File: src/hw/rtl/sat_pkg.sv
// Shared constants, codes and types of the section address translator.
package sat_pkg;

  // Table geometry
  localparam int MAX_SECTIONS = 16;
  localparam int SEC_IDX_W    = (MAX_SECTIONS > 1) ? $clog2(MAX_SECTIONS) : 1;
  localparam int SEC_CNT_W    = $clog2(MAX_SECTIONS + 1);

  // Field widths
  localparam int ADDR_W      = 32;
  localparam int OP_W        = 2;
  localparam int ENTRY_IDX_W = 4;
  localparam int COUNT_W     = 5;
  localparam int CFG_IDX_W   = 4;
  localparam int CFG_DATA_W  = 32;

  // Operation codes
  localparam logic [OP_W-1:0] OP_WRITE       = 2'd0;
  localparam logic [OP_W-1:0] OP_MEM_TO_FILE = 2'd1;
  localparam logic [OP_W-1:0] OP_FILE_TO_MEM = 2'd2;
  localparam logic [OP_W-1:0] OP_NONE        = 2'd3;

  // Configuration register indexes
  localparam logic [CFG_IDX_W-1:0] REG_HEADER_SIZE   = 4'd0;
  localparam logic [CFG_IDX_W-1:0] REG_SECTION_COUNT = 4'd1;

  localparam logic [ADDR_W-1:0]  HEADER_SIZE_RESET   = 32'd1024;
  localparam logic [COUNT_W-1:0] SECTION_COUNT_RESET = 5'd0;

  // One section table entry
  typedef struct packed {
    logic [ADDR_W-1:0] mem_address;
    logic [ADDR_W-1:0] virtual_size;
    logic [ADDR_W-1:0] raw_size;
    logic [ADDR_W-1:0] file_offset;
  } sec_entry_t;

  // Controller to datapath
  typedef struct packed {
    logic write_entry;   // store the request's entry
    logic start_search;  // latch query, direction and entry count
    logic pend_fixed;    // result is the query itself, hit
    logic pend_miss;     // result is zero, no hit
    logic pend_match;    // result is the stage-two sum, hit
    logic issue;         // read the next table entry
    logic flush;         // drop entries still in flight
    logic out_load;      // move pending result to the output register
  } dp_cmd_t;

  // Datapath to controller
  typedef struct packed {
    logic query_fixed;   // incoming query at or below header size
    logic count_zero;    // no entries to search
    logic issued_all;    // every active entry has been read
    logic rd_valid;      // read data stage holds an entry
    logic s1_valid;      // compare stage holds an entry
    logic s1_match;      // compare stage entry matches
    logic s1_last;       // compare stage entry is the last active one
    logic out_free;      // output register can take a result this cycle
  } dp_status_t;

endpackage

File: src/hw/rtl/sat_if.sv
// Handshake channel interfaces: translation requests, results, configuration writes.
interface sat_in_if;
  logic                            valid;
  logic                            ready;
  logic [sat_pkg::OP_W-1:0]        operation;
  logic [sat_pkg::ENTRY_IDX_W-1:0] entry_index;
  logic [sat_pkg::ADDR_W-1:0]      entry_mem_address;
  logic [sat_pkg::ADDR_W-1:0]      entry_virtual_size;
  logic [sat_pkg::ADDR_W-1:0]      entry_raw_size;
  logic [sat_pkg::ADDR_W-1:0]      entry_file_offset;
  logic [sat_pkg::ADDR_W-1:0]      query_address;

  modport source (
    output valid, operation, entry_index, entry_mem_address, entry_virtual_size,
           entry_raw_size, entry_file_offset, query_address,
    input  ready
  );
  modport sink (
    input  valid, operation, entry_index, entry_mem_address, entry_virtual_size,
           entry_raw_size, entry_file_offset, query_address,
    output ready
  );
endinterface

interface sat_out_if;
  logic                       valid;
  logic                       ready;
  logic [sat_pkg::ADDR_W-1:0] mapped_address;
  logic                       hit;

  modport source (output valid, mapped_address, hit, input ready);
  modport sink   (input valid, mapped_address, hit, output ready);
endinterface

interface sat_cfg_if;
  logic                           valid;
  logic                           ready;
  logic [sat_pkg::CFG_IDX_W-1:0]  index;
  logic [sat_pkg::CFG_DATA_W-1:0] data;

  modport source (output valid, index, data, input ready);
  modport sink   (input valid, index, data, output ready);
endinterface

File: src/hw/rtl/sat_datapath.sv
// Datapath: config registers, section table, two-stage entry compare, result registers.
module sat_datapath (
  input  logic                            clk,
  input  logic                            rst_n,
  // request payload
  input  logic [sat_pkg::ENTRY_IDX_W-1:0] in_entry_index,
  input  logic [sat_pkg::OP_W-1:0]        in_operation,
  input  logic [sat_pkg::ADDR_W-1:0]      in_entry_mem_address,
  input  logic [sat_pkg::ADDR_W-1:0]      in_entry_virtual_size,
  input  logic [sat_pkg::ADDR_W-1:0]      in_entry_raw_size,
  input  logic [sat_pkg::ADDR_W-1:0]      in_entry_file_offset,
  input  logic [sat_pkg::ADDR_W-1:0]      in_query_address,
  // result channel
  output logic                            out_valid,
  input  logic                            out_ready,
  output logic [sat_pkg::ADDR_W-1:0]      out_mapped_address,
  output logic                            out_hit,
  // configuration writes
  input  logic                            cfg_valid,
  output logic                            cfg_ready,
  input  logic [sat_pkg::CFG_IDX_W-1:0]   cfg_index,
  input  logic [sat_pkg::CFG_DATA_W-1:0]  cfg_data,
  // controller
  input  sat_pkg::dp_cmd_t                cmd,
  output sat_pkg::dp_status_t             status
);

  localparam int AW = sat_pkg::ADDR_W;
  localparam int IW = sat_pkg::SEC_IDX_W;
  localparam int CW = sat_pkg::SEC_CNT_W;

  // configuration registers
  logic [AW-1:0]               header_size_r;
  logic [sat_pkg::COUNT_W-1:0] section_count_r;

  // search context
  logic [AW-1:0] query_r;
  logic          f2m_r;      // file to memory direction
  logic [CW-1:0] n_r;        // active entries
  logic [CW-1:0] scan_idx_r;
  logic [CW-1:0] n_nxt;

  // table and pipeline
  sat_pkg::sec_entry_t sec_mem [sat_pkg::MAX_SECTIONS];
  sat_pkg::sec_entry_t rd_data_r;
  logic                rd_vld_r;
  logic                rd_last_r;
  logic                s1_vld_r;
  logic                s1_last_r;
  logic                s1_ge_r;
  logic [AW-1:0]       s1_diff_r;
  logic [AW-1:0]       s1_span_r;
  logic [AW-1:0]       s1_raw_r;
  logic [AW-1:0]       s1_add_r;

  // results
  logic [AW-1:0] pend_addr_r;
  logic          pend_hit_r;
  logic          out_valid_r;
  logic [AW-1:0] out_addr_r;
  logic          out_hit_r;

  // stage one combinational values
  logic [AW-1:0] ref_pt;
  logic [AW-1:0] s1_span_nxt;
  logic          s1_match;
  logic [AW-1:0] s1_sum;
  logic [IW-1:0] wr_addr;
  logic          wr_en;

  assign cfg_ready = 1'b1;

  // configuration register writes
  always_ff @(posedge clk) begin
    if (!rst_n) begin
      header_size_r   <= sat_pkg::HEADER_SIZE_RESET;
      section_count_r <= sat_pkg::SECTION_COUNT_RESET;
    end else if (cfg_valid) begin
      unique case (cfg_index)
        sat_pkg::REG_HEADER_SIZE:   header_size_r   <= cfg_data;
        sat_pkg::REG_SECTION_COUNT: section_count_r <= cfg_data[sat_pkg::COUNT_W-1:0];
        default: ;
      endcase
    end
  end

  // clamp the section count to the table depth
  assign n_nxt = (32'(section_count_r) > 32'(sat_pkg::MAX_SECTIONS)) ?
                 CW'(sat_pkg::MAX_SECTIONS) : CW'(section_count_r);

  // search context and scan counter
  always_ff @(posedge clk) begin
    if (cmd.start_search) begin
      query_r <= in_query_address;
      f2m_r   <= (in_operation == sat_pkg::OP_FILE_TO_MEM);
      n_r     <= n_nxt;
    end
  end

  always_ff @(posedge clk) begin
    if (!rst_n) begin
      scan_idx_r <= '0;
    end else if (cmd.start_search) begin
      scan_idx_r <= '0;
    end else if (cmd.issue) begin
      scan_idx_r <= scan_idx_r + CW'(1);
    end
  end

  // section table: one write port, one registered read port
  assign wr_addr = IW'(in_entry_index);
  assign wr_en   = cmd.write_entry &&
                   (32'(in_entry_index) < 32'(sat_pkg::MAX_SECTIONS));

  always_ff @(posedge clk) begin
    if (wr_en) begin
      sec_mem[wr_addr] <= '{mem_address:  in_entry_mem_address,
                            virtual_size: in_entry_virtual_size,
                            raw_size:     in_entry_raw_size,
                            file_offset:  in_entry_file_offset};
    end
    if (cmd.issue) begin
      rd_data_r <= sec_mem[scan_idx_r[IW-1:0]];
      rd_last_r <= (scan_idx_r == (n_r - CW'(1)));
    end
  end

  // stage one: offset into the window, window span
  assign ref_pt      = f2m_r ? rd_data_r.file_offset : rd_data_r.mem_address;
  assign s1_span_nxt = (rd_data_r.raw_size > rd_data_r.virtual_size) ?
                       rd_data_r.raw_size : rd_data_r.virtual_size;

  always_ff @(posedge clk) begin
    s1_ge_r   <= (query_r >= ref_pt);
    s1_diff_r <= query_r - ref_pt;
    s1_span_r <= s1_span_nxt;
    s1_raw_r  <= rd_data_r.raw_size;
    s1_add_r  <= f2m_r ? rd_data_r.mem_address : rd_data_r.file_offset;
    s1_last_r <= rd_last_r;
  end

  // pipeline valids, dropped on flush
  always_ff @(posedge clk) begin
    if (!rst_n) begin
      rd_vld_r <= 1'b0;
      s1_vld_r <= 1'b0;
    end else begin
      rd_vld_r <= cmd.issue & ~cmd.flush;
      s1_vld_r <= rd_vld_r & ~cmd.flush;
    end
  end

  // stage two: window check and translated address
  // mem->file: diff <= span; file->mem: diff <= raw and diff < span
  assign s1_match = s1_vld_r && s1_ge_r &&
                    (f2m_r ? ((s1_diff_r <= s1_raw_r) && (s1_diff_r < s1_span_r))
                           : (s1_diff_r <= s1_span_r));
  assign s1_sum   = s1_add_r + s1_diff_r;

  // pending result
  always_ff @(posedge clk) begin
    if (cmd.pend_fixed) begin
      pend_addr_r <= in_query_address;
      pend_hit_r  <= 1'b1;
    end else if (cmd.pend_match) begin
      pend_addr_r <= s1_sum;
      pend_hit_r  <= 1'b1;
    end else if (cmd.pend_miss) begin
      pend_addr_r <= '0;
      pend_hit_r  <= 1'b0;
    end
  end

  // output register
  always_ff @(posedge clk) begin
    if (!rst_n) begin
      out_valid_r <= 1'b0;
    end else if (cmd.out_load) begin
      out_valid_r <= 1'b1;
    end else if (out_ready) begin
      out_valid_r <= 1'b0;
    end
  end

  always_ff @(posedge clk) begin
    if (cmd.out_load) begin
      out_addr_r <= pend_addr_r;
      out_hit_r  <= pend_hit_r;
    end
  end

  assign out_valid          = out_valid_r;
  assign out_mapped_address = out_addr_r;
  assign out_hit            = out_hit_r;

  // status to the controller
  assign status.query_fixed = (in_query_address <= header_size_r);
  assign status.count_zero  = (section_count_r == '0);
  assign status.issued_all  = (scan_idx_r == n_r);
  assign status.rd_valid    = rd_vld_r;
  assign status.s1_valid    = s1_vld_r;
  assign status.s1_match    = s1_match;
  assign status.s1_last     = s1_last_r;
  assign status.out_free    = ~out_valid_r | out_ready;

endmodule

File: src/hw/rtl/sat_controller.sv
// Controller: request decode, entry scan sequencing and result hand-off.
module sat_controller (
  input  logic                     clk,
  input  logic                     rst_n,
  input  logic                     in_valid,
  output logic                     in_ready,
  input  logic [sat_pkg::OP_W-1:0] in_operation,
  input  sat_pkg::dp_status_t      status,
  output sat_pkg::dp_cmd_t         cmd
);

  localparam logic [1:0] ST_IDLE = 2'd0;
  localparam logic [1:0] ST_SCAN = 2'd1;
  localparam logic [1:0] ST_FIN  = 2'd2;

  logic [1:0] state_r;
  logic [1:0] state_nxt;
  logic       accept;

  assign in_ready = (state_r == ST_IDLE);
  assign accept   = in_valid & in_ready;

  // next state and commands
  always_comb begin
    state_nxt = state_r;
    cmd       = '0;
    unique case (state_r)
      ST_IDLE: begin
        if (accept) begin
          unique case (in_operation) inside
            sat_pkg::OP_WRITE: begin
              cmd.write_entry = 1'b1;
            end
            sat_pkg::OP_MEM_TO_FILE, sat_pkg::OP_FILE_TO_MEM: begin
              if (status.query_fixed) begin
                cmd.pend_fixed = 1'b1;
                state_nxt      = ST_FIN;
              end else if (status.count_zero) begin
                cmd.pend_miss = 1'b1;
                state_nxt     = ST_FIN;
              end else begin
                cmd.start_search = 1'b1;
                state_nxt        = ST_SCAN;
              end
            end
            default: ;
          endcase
        end
      end
      ST_SCAN: begin
        // first match wins; entries behind it are dropped
        if (status.s1_match) begin
          cmd.pend_match = 1'b1;
          cmd.flush      = 1'b1;
          state_nxt      = ST_FIN;
        end else if (status.s1_valid && status.s1_last) begin
          cmd.pend_miss = 1'b1;
          cmd.flush     = 1'b1;
          state_nxt     = ST_FIN;
        end else begin
          cmd.issue = ~status.issued_all;
        end
      end
      ST_FIN: begin
        if (status.out_free) begin
          cmd.out_load = 1'b1;
          state_nxt    = ST_IDLE;
        end
      end
      default: begin
        state_nxt = ST_IDLE;
      end
    endcase
  end

  always_ff @(posedge clk) begin
    if (!rst_n) begin
      state_r <= ST_IDLE;
    end else begin
      state_r <= state_nxt;
    end
  end

  // result only loaded when the output register can take it
  a_load_free: assert property (@(posedge clk) disable iff (!rst_n)
    cmd.out_load |-> status.out_free)
    else $error("result loaded into a full output register");

  // compare pipeline is empty outside a scan
  a_pipe_scan: assert property (@(posedge clk) disable iff (!rst_n)
    (status.s1_valid || status.rd_valid) |-> (state_r == ST_SCAN))
    else $error("entry in flight outside a scan");

  // a scan never stalls with nothing in flight
  a_no_hang: assert property (@(posedge clk) disable iff (!rst_n)
    (state_r == ST_SCAN) |-> (!status.issued_all || status.rd_valid || status.s1_valid))
    else $error("scan ran dry without a result");

  // a scan always ends in the result hand-off state
  a_scan_exit: assert property (@(posedge clk) disable iff (!rst_n)
    (state_r == ST_SCAN && (status.s1_match || (status.s1_valid && status.s1_last)))
    |=> (state_r == ST_FIN))
    else $error("scan end did not reach result hand-off");

endmodule

File: src/hw/rtl/section_address_translator.sv
// Top level of the section address translator: channels, controller and datapath.
//
// Translates addresses between a memory image and its file using a table of up to
// sat_pkg::MAX_SECTIONS section entries. A table write (operation 0) or an unused
// operation code produces no result. A query at or below header_size, or a query with
// section_count zero, delivers its result through the pending result register and then
// the output register. Otherwise entries are read one per cycle from the section table
// memory, in order, through a two-stage compare; the first matching entry gives the
// result, and a miss is reported after the last active entry. The next request is
// accepted once the result sits in the output register, even while it waits to be
// taken. Configuration writes are always ready.
module section_address_translator (
  input  logic          clk,
  input  logic          rst_n,
  sat_in_if.sink        in_ch,
  sat_out_if.source     out_ch,
  sat_cfg_if.sink       cfg_ch
);

  sat_pkg::dp_cmd_t    cmd;
  sat_pkg::dp_status_t status;
  logic                in_ready;
  logic                cfg_ready;
  logic                out_valid;
  logic [sat_pkg::ADDR_W-1:0] out_mapped_address;
  logic                out_hit;

  sat_controller u_ctrl (
    .clk          (clk),
    .rst_n        (rst_n),
    .in_valid     (in_ch.valid),
    .in_ready     (in_ready),
    .in_operation (in_ch.operation),
    .status       (status),
    .cmd          (cmd)
  );

  sat_datapath u_dp (
    .clk                   (clk),
    .rst_n                 (rst_n),
    .in_entry_index        (in_ch.entry_index),
    .in_operation          (in_ch.operation),
    .in_entry_mem_address  (in_ch.entry_mem_address),
    .in_entry_virtual_size (in_ch.entry_virtual_size),
    .in_entry_raw_size     (in_ch.entry_raw_size),
    .in_entry_file_offset  (in_ch.entry_file_offset),
    .in_query_address      (in_ch.query_address),
    .out_valid             (out_valid),
    .out_ready             (out_ch.ready),
    .out_mapped_address    (out_mapped_address),
    .out_hit               (out_hit),
    .cfg_valid             (cfg_ch.valid),
    .cfg_ready             (cfg_ready),
    .cfg_index             (cfg_ch.index),
    .cfg_data              (cfg_ch.data),
    .cmd                   (cmd),
    .status                (status)
  );

  // channel wiring
  assign in_ch.ready           = in_ready;
  assign cfg_ch.ready          = cfg_ready;
  assign out_ch.valid          = out_valid;
  assign out_ch.mapped_address = out_mapped_address;
  assign out_ch.hit            = out_hit;

endmodule

File: src/flat_wrapper.sv
// flat-port wrapper written by rule: the top's interface ports become plain ports
module section_address_translator_flat 
  (clk, rst_n, in_ch_valid, in_ch_operation, in_ch_entry_index, in_ch_entry_mem_address, in_ch_entry_virtual_size, in_ch_entry_raw_size, in_ch_entry_file_offset, in_ch_query_address, in_ch_ready, out_ch_valid, out_ch_mapped_address, out_ch_hit, out_ch_ready, cfg_ch_valid, cfg_ch_index, cfg_ch_data, cfg_ch_ready);
  sat_in_if in_ch_i ();
  sat_out_if out_ch_i ();
  sat_cfg_if cfg_ch_i ();
  input  logic clk;
  input  logic rst_n;
  input wire logic [$bits(in_ch_i.valid)-1:0] in_ch_valid;
  input wire logic [$bits(in_ch_i.operation)-1:0] in_ch_operation;
  input wire logic [$bits(in_ch_i.entry_index)-1:0] in_ch_entry_index;
  input wire logic [$bits(in_ch_i.entry_mem_address)-1:0] in_ch_entry_mem_address;
  input wire logic [$bits(in_ch_i.entry_virtual_size)-1:0] in_ch_entry_virtual_size;
  input wire logic [$bits(in_ch_i.entry_raw_size)-1:0] in_ch_entry_raw_size;
  input wire logic [$bits(in_ch_i.entry_file_offset)-1:0] in_ch_entry_file_offset;
  input wire logic [$bits(in_ch_i.query_address)-1:0] in_ch_query_address;
  output wire logic [$bits(in_ch_i.ready)-1:0] in_ch_ready;
  output wire logic [$bits(out_ch_i.valid)-1:0] out_ch_valid;
  output wire logic [$bits(out_ch_i.mapped_address)-1:0] out_ch_mapped_address;
  output wire logic [$bits(out_ch_i.hit)-1:0] out_ch_hit;
  input wire logic [$bits(out_ch_i.ready)-1:0] out_ch_ready;
  input wire logic [$bits(cfg_ch_i.valid)-1:0] cfg_ch_valid;
  input wire logic [$bits(cfg_ch_i.index)-1:0] cfg_ch_index;
  input wire logic [$bits(cfg_ch_i.data)-1:0] cfg_ch_data;
  output wire logic [$bits(cfg_ch_i.ready)-1:0] cfg_ch_ready;
  assign in_ch_i.valid = in_ch_valid;
  assign in_ch_i.operation = in_ch_operation;
  assign in_ch_i.entry_index = in_ch_entry_index;
  assign in_ch_i.entry_mem_address = in_ch_entry_mem_address;
  assign in_ch_i.entry_virtual_size = in_ch_entry_virtual_size;
  assign in_ch_i.entry_raw_size = in_ch_entry_raw_size;
  assign in_ch_i.entry_file_offset = in_ch_entry_file_offset;
  assign in_ch_i.query_address = in_ch_query_address;
  assign in_ch_ready = in_ch_i.ready;
  assign out_ch_valid = out_ch_i.valid;
  assign out_ch_mapped_address = out_ch_i.mapped_address;
  assign out_ch_hit = out_ch_i.hit;
  assign out_ch_i.ready = out_ch_ready;
  assign cfg_ch_i.valid = cfg_ch_valid;
  assign cfg_ch_i.index = cfg_ch_index;
  assign cfg_ch_i.data = cfg_ch_data;
  assign cfg_ch_ready = cfg_ch_i.ready;
  section_address_translator u_core (.clk(clk), .rst_n(rst_n), .in_ch(in_ch_i), .out_ch(out_ch_i), .cfg_ch(cfg_ch_i));
endmodule
File: config.mk
export PLATFORM = sky130hd
export DESIGN_NAME = section_address_translator_flat
export DESIGN_NICKNAME = d
export VERILOG_FILES = /design/src/hw/rtl/sat_pkg.sv /design/src/hw/rtl/sat_if.sv /design/src/hw/rtl/sat_datapath.sv /design/src/hw/rtl/sat_controller.sv /design/src/hw/rtl/section_address_translator.sv /design/src/flat_wrapper.sv
export SDC_FILE = /design/constraint.sdc
export NUM_CORES = 2
export LEC_CHECK = 0
export BUFFER_PORTS_ARGS = -buffer_cell sky130_fd_sc_hd__buf_2
export CORE_ASPECT_RATIO = 1.2
export CORE_MARGIN = 2
export CORE_UTILIZATION = 60
export CTS_BUF_LIST = sky130_fd_sc_hd__clkbuf_16
export DETAILED_ROUTE_END_ITERATION = 10
export PLACE_DENSITY_LB_ADDON = 0.15
export SYNTH_ARGS = -nofsm -noshare
export SYNTH_HDL_FRONTEND = slang
export SYNTH_SLANG_ARGS = --single-unit
File: constraint.sdc
create_clock -name clk -period 31.2 [get_ports clk]
set_input_delay 1.56 -clock clk [delete_from_list [all_inputs] [get_ports clk]]
set_output_delay 1.56 -clock clk [all_outputs]
set_load 0.01 [all_outputs]
== After elaboration in Yosys (flattened, before gate mapping) ==
Memories as Yosys holds them, arrays and structs flattened. A register that Yosys moved wholly into a read port is not among the register bits.
Cells that the tools add are included.

* Register bits: 282
* Memory bits (writable): 2,048
* Input port bits: 207
* Output and inout port bits: 36
* Word-level logic and storage cells: 106
* Memories: 1

{| class="wikitable"
|+ Memory list
! memory !! depth !! width !! rd ports !! clocked after memory_dff !! write ports !! RTL line !! source
|-
| u_core.u_dp.sec_mem || 16 || 128 || 1 || 1 || 1 || sat_datapath.sv:44 || <nowiki>sat_pkg::sec_entry_t sec_mem [sat_pkg::MAX_SECTIONS];</nowiki>
|}

* $add $sub $neg: 4
* Order comparisons: 7
* Eq/ne operators: 11
* Muxes and demuxes: 38
* Bitwise logic cells: 8
* Reductions and logical operators: 16

{| class="wikitable"
|+ Operator list
! operator !! number
|-
| $mux 32 || 6
|-
| $le 32x32->1 || 3
|-
| $add 32x32->32 || 1
|-
| $ge 32x32->1 || 1
|-
| $gt 32x32->1 || 1
|-
| $lt 32x32->1 || 1
|-
| $sub 32x32->32 || 1
|-
| $mux 1 || 19
|-
| $mux 2 || 7
|-
| $eq 5x5->1 || 2
|-
| $mux 3 || 3
|-
| $ne 2x1->1 const B || 3
|-
| $pmux 2 s3 || 1
|-
| $reduce_or 2->1 || 3
|-
| $add 5x1->5 const B || 1
|-
| $gt 5x5->1 const B || 1
|-
| $logic_not 5->1 || 1
|-
| $sub 5x1->5 const B || 1
|-
| $eq 2x1->1 const B || 2
|-
| $eq 2x2->1 const B || 2
|-
| $eq 4x1->1 const B || 1
|-
| $logic_and 1x1->1 || 4
|-
| $logic_not 2->1 || 2
|-
| $logic_not 4->1 || 1
|-
| other kinds (10) || 16
|}

== Longest topological paths before layout ==
* Word-level depth: 9
* Depth in mapped cells: 14
* Gate-level depth less buffers: 12

== By module ==
Synthesis repeated with hierarchy kept, for this count alone.

* Cells, all modules: 4,519
* Area, all modules: 95,923.2 um2

{| class="wikitable"
|+ Modules (own cells, without submodules)
! module !! instances !! cells each !! area each (um2) !! sequential area each (um2)
|-
| sat_datapath || 1 || 4,489 || 95,718.1 || 71,989.0
|-
| sat_controller || 1 || 30 || 205.2 || 40.0
|}

== Worst setup path before layout ==
No wires, ideal clock.

* Path type: input-to-reg
* Start: input port in_ch_operation[0]
* End: memory u_core.u_dp.sec_mem[0][0] in the netlist's numbering (enable)
* Library setup time: 0.774 ns
* Data arrival time: 10.859 ns
* Required time: 30.426 ns
* Path slack: 19.567 ns
* Cell stages on the path: 5
* Buffers on the path: 0
* Cell sequence: inv_1 -> ha_1 -> nand3_1 -> or3_1 -> nor3_1

* Word-level cells in the longest chain between the ends: 6

{| class="wikitable"
|+ RTL lines
! element !! RTL line !! source
|-
| from (decl) || flat_wrapper.sv:10 || <nowiki>input wire logic [$bits(in_ch_i.operation)-1:0] in_ch_operation;</nowiki>
|-
| $logic_not 2->1 (no line) || - ||
|-
| $mux 1 || sat_controller.sv:30 || <nowiki>unique case (in_operation) inside</nowiki>
|-
| $mux 4 || sat_controller.sv:29 || <nowiki>if (accept) begin</nowiki>
|-
| $mux 3 || sat_controller.sv:27 || <nowiki>unique case (state_r)</nowiki>
|-
| $mux 1 || sat_datapath.sv:116 || <nowiki>if (wr_en) begin</nowiki>
|-
| $mux 1 (not written as such) || sat_datapath.sv:117 || <nowiki>sec_mem[wr_addr] <= '{mem_address: in_entry_mem_address,</nowiki>
|-
| to (decl) || sat_datapath.sv:44 ||
|}

Every way passes these cells.

== Worst setup path after layout ==
* Start: input port in_ch_operation[0]
* End: memory u_core.u_dp.sec_mem[3][74] in the netlist's numbering (enable)

The elaborated chain is that of the path after synthesis.

==> flow_summary_export.csv <==
group,metric,value,unit
power_and_ir_drop,power,6477,uW
route,met3_length,16470,um
sta,post-route-period-util,0.1591,
global_route,grt_pass1_wl,325700,um
sta,max_slew_margin,0.1685,
global_route,first_global_vias,47080,
worst_setup_path,crit_type,"primary input to register",
sta,finalHoldViolations,0,
synth,async_flop_share,0,
synth,seq_area_frac_synth,0.7501,
floorplanning,num_io_pins,243,
sta,totalNegativeSetupSlack,0,ps
worst_setup_path,r2r_start,"u_core.u_ctrl.state_r[1]",
min_path,holdPathEnd,"u_core.u_dp.s1_last_r",
floorplanning,core_area,158800,sq um
route,drc,0,
power_and_ir_drop,clockPowerShare,0.421,
place,dpl_worst_slack,25350,ps
worst_setup_path,r2r_cells,7,
final_layout,drive_gt1_frac,0.2736,
synth,synth_area,96030,sq um
synth,yosysWarningCount,0,
clock_network,clock_sinks,2458,
final_layout,nets,5287,
worst_setup_path,slowest_stage,"buf_4",
sta,clock_skew,36.10,ps
route,routed.top_layer,"met5",
power_and_ir_drop,ir_drop,0.06211,mV
route,vias,46880,
clock_network,cts_tree,"yes",
global_route,grt_antenna_before_repair,44,
global_route,grt-ovfl-total,0,
synth,syn_nets,4916,
synth,synthCells,4512,
power_and_ir_drop,p_switching,1290,uW
sta,setup_viol,0,
clock_network,cts_setup_buffers,0,
clock_network,h-tree-depth,4,
synth,synth_flop_cell,"edfxtp_1",
power_and_ir_drop,internal_power,5187,uW
power_and_ir_drop,comb_power_share,0.019,
min_path,hold_class,"register to register",
power_and_ir_drop,power_density,60.29,nW/um^2
synth,avgSynthCellArea,21.28,sq um
place,gp_congestion,0.9175,
final_layout,syn_to_final_growth,11.88,%
sta,worst_slew_pin_slew,1246,ps
route,detailroute.wirelength.met2,111100,um
floorplanning,rows,160,
power_and_ir_drop,p_seq_frac,0.560,
clock_network,cts_buffers,224,
worst_setup_path,path_max_fanout,42,
synth,ys_ff_latch,2458,
worst_setup_path,setup.worst_path.start_class,"primary input",
route,drt_iter0_markers,5115,
min_path,holdPathStages,0,
worst_setup_path,cp.required,31680,ps
sta,period_minus_slack,4965,ps
worst_setup_path,r2r_end,"u_core.u_dp.sec_mem[3][74]",
floorplanning,start_util,0.6049,
worst_setup_path,r2r_slack,26580,ps
sta,holdWs,347.0,ps
sta,max_freq,0.2014,GHz
sta,worst_slack,26240,ps
route,drtPass1Iterations,5,
floorplanning,die_x,369.2,um
place,numPortBuffers,241,
global_route,grt_usage,0.2792,
route,ant_nets,0,
clock_network,post_cts_resized,0,
clock_network,clk_path_buf_depth,3,
global_route,grt_max_degree,106,
sta,drv_slew,0,
floorplanning,die-area,163300,sq um
place,dp_hpwl,125700,um
route,wl_met1,90130,um
worst_setup_path,path_common_cell,"buf_4",
route,post_drt_wl_per_cell,31.22,um
clock_network,insertion_delay,890,ps
sta,rsz0062_at_grt,"no",
worst_setup_path,arrival,5440,ps
min_path,min_from,"u_core.u_dp.rd_last_r",
flow_run,drv_cap,0,
power_and_ir_drop,netSwitchingFraction,0.1991,
worst_setup_path,critPathCaptureType,"register",
synth,synth-edff-count,2280,
status,status,"completed",
route,drt_wl_total,224600,um
worst_setup_path,crit_chain,"buf_2, inv_1, ha_1, nand3_1, or3_1, nor2_4, buf_4, buf_4, buf_4",
clock_network,clk_pin_slew,60,ps
clock_network,hold_buffers,0,
power_and_ir_drop,cellLeakagePower,0.03481,uW
clock_network,root_buffer,"clkbuf_16",
synth,synth_cell_types,79,
route,via_per_inst,6.516,
worst_setup_path,critPathMaxStageDelay,780,ps
floorplanning,die_y,442.2,um
## stage by stage
stage | utilization | cells | area [sq um]
after detailed placement | 0.6301 | 6763 | 100000
final | 0.6767 | 7195 | 107400
after floorplan | - | 4512 | 96030
after CTS | 0.6766 | 7183 | 107400
after global placement | 0.6301 | 6763 | 100000
after global routing | 0.6767 | 7190 | 107400
## cell usage in the layout (no fill, tap or decap), types with 10 or more instances in the layout
cell type,n
clkinv_2,36
o21ai_0,47
buf_2,241
nand2_1,135
o211ai_1,12
nand3_1,23
diode_2,12
mux2i_1,38
xor2_1,27
nand4_1,28
a22o_1,26
clkinvlp_4,10
nor2_4,14
nor3_1,16
nand2b_1,18
mux4_2,640
edfxtp_1,2280
nor2_1,50
clkbuf_16,226
mux2_2,62
clkinv_1,54
and3_1,12
a21o_1,52
buf_4,73
nor2b_1,22
a21oi_1,127
dfxtp_1,174
xnor2_1,35
bufinv_16,26
inv_1,205
ha_1,195
## power groups by stage
stage | clock network [uW] | logic (uW) | registers [uW]
floorplan | 0 | 48.3 | 3700
global placement | 0 | 119 | 3690
detailed placement | 0 | 124 | 3690
CTS | 2770 | 124 | 3620
global route | 2890 | 137 | 3620
finish | 2730 | 125 | 3620
## metal layers
metal  up-vias  global-route usage
met3       345             0.04128
met4        26             0.08798
met1     24980              0.4021
li1      19460                   -
met2      2080              0.4491
met5         -                   0
## synthesized netlist by cell type, types with 18 or more instances
cell / count / share of area
clkbuf_1: 107 / 0.0042
xor2_1: 27 / 0.0025
nor3_1: 20 / 0.0010
edfxtp_1: 2280 / 0.71
mux2_2: 62 / 0.0073
o21ai_0: 47 / 0.0024
inv_1: 158 / 0.0062
nand2b_1: 18 / 0.0012
nor2_1: 64 / 0.0025
buf_1: 60 / 0.0023
a21oi_1: 127 / 0.0066
nand3_1: 23 / 0.0012
nand4_1: 28 / 0.0018
a21o_1: 52 / 0.0041
a22o_1: 26 / 0.0024
nor2b_1: 23 / 0.0015
mux4_2: 640 / 0.15
dfxtp_1: 178 / 0.037
xnor2_1: 35 / 0.0032
mux2i_1: 38 / 0.0040
ha_1: 195 / 0.025
nand2_1: 135 / 0.0053
## worst max-delay path, delay by kind of cell
| family | cells | cell delay [ps] |
|---|---|---|
| fa+ha+maj | 1 | 170 |
| simple gates | 3 | 1210 |
| buf+inv | 5 | 2390 |
## area by class of cell
type / instances / area [sq um]
antenna: 12 / 30.03
tap: 2106 / 2635
clock inverter: 194 / 1722
clock buffer: 226 / 5655
timing repair buffer: 321 / 1894
fill: 9870 / 51320
multi-input combinational: 1720 / 22860
sequential: 2458 / 72040
inverter: 158 / 598.1
## cell families (layout without fill, tap and decap cells)
family | after synthesis | count (layout) | synth area share
XOR/XNOR | 62 | 62 | 0.005655
other | 1 | 13 | 0.00003905
flip-flops | 2458 | 2458 | 0.7501
AO/OA/AOI/OAI | 355 | 355 | 0.02490
multiplexers | 745 | 745 | 0.1619
buffers and inverters | 334 | 899 | 0.01328
adder cells (fa/ha/maj) | 197 | 197 | 0.02583
AND/OR/NAND/NOR | 360 | 360 | 0.01828
## sequential cells by signal, indices dropped and copies added (netlist names), 2 cells and up
register,flops
u_core.u_dp.sec_mem,2048
u_core.u_dp.rd_data_r,128
u_core.u_dp.header_size_r,32
u_core.u_dp.out_mapped_address,32
u_core.u_dp.pend_addr_r,32
u_core.u_dp.query_r,32
u_core.u_dp.s1_add_r,32
u_core.u_dp.s1_diff_r,32
u_core.u_dp.s1_raw_r,32
u_core.u_dp.s1_span_r,32
u_core.u_dp.n_r,5
u_core.u_dp.scan_idx_r,5
u_core.u_dp.section_count_r,5
u_core.u_ctrl.state_r,2
## worst max path at each step
stage / start / endpoint / cells after the start
after floorplan: in_ch_operation[0] / u_core.u_dp.sec_mem[0][0] / 5
after global placement: in_ch_operation[0] / u_core.u_dp.sec_mem[3][71] / 9
after detailed placement: in_ch_operation[0] / u_core.u_dp.sec_mem[1][11] / 9
after global routing: in_ch_operation[0] / u_core.u_dp.sec_mem[1][74] / 9
final: in_ch_operation[0] / u_core.u_dp.sec_mem[3][74] / 9
after CTS: in_ch_operation[0] / u_core.u_dp.sec_mem[1][74] / 9
(Power assumes the default switching activity.)
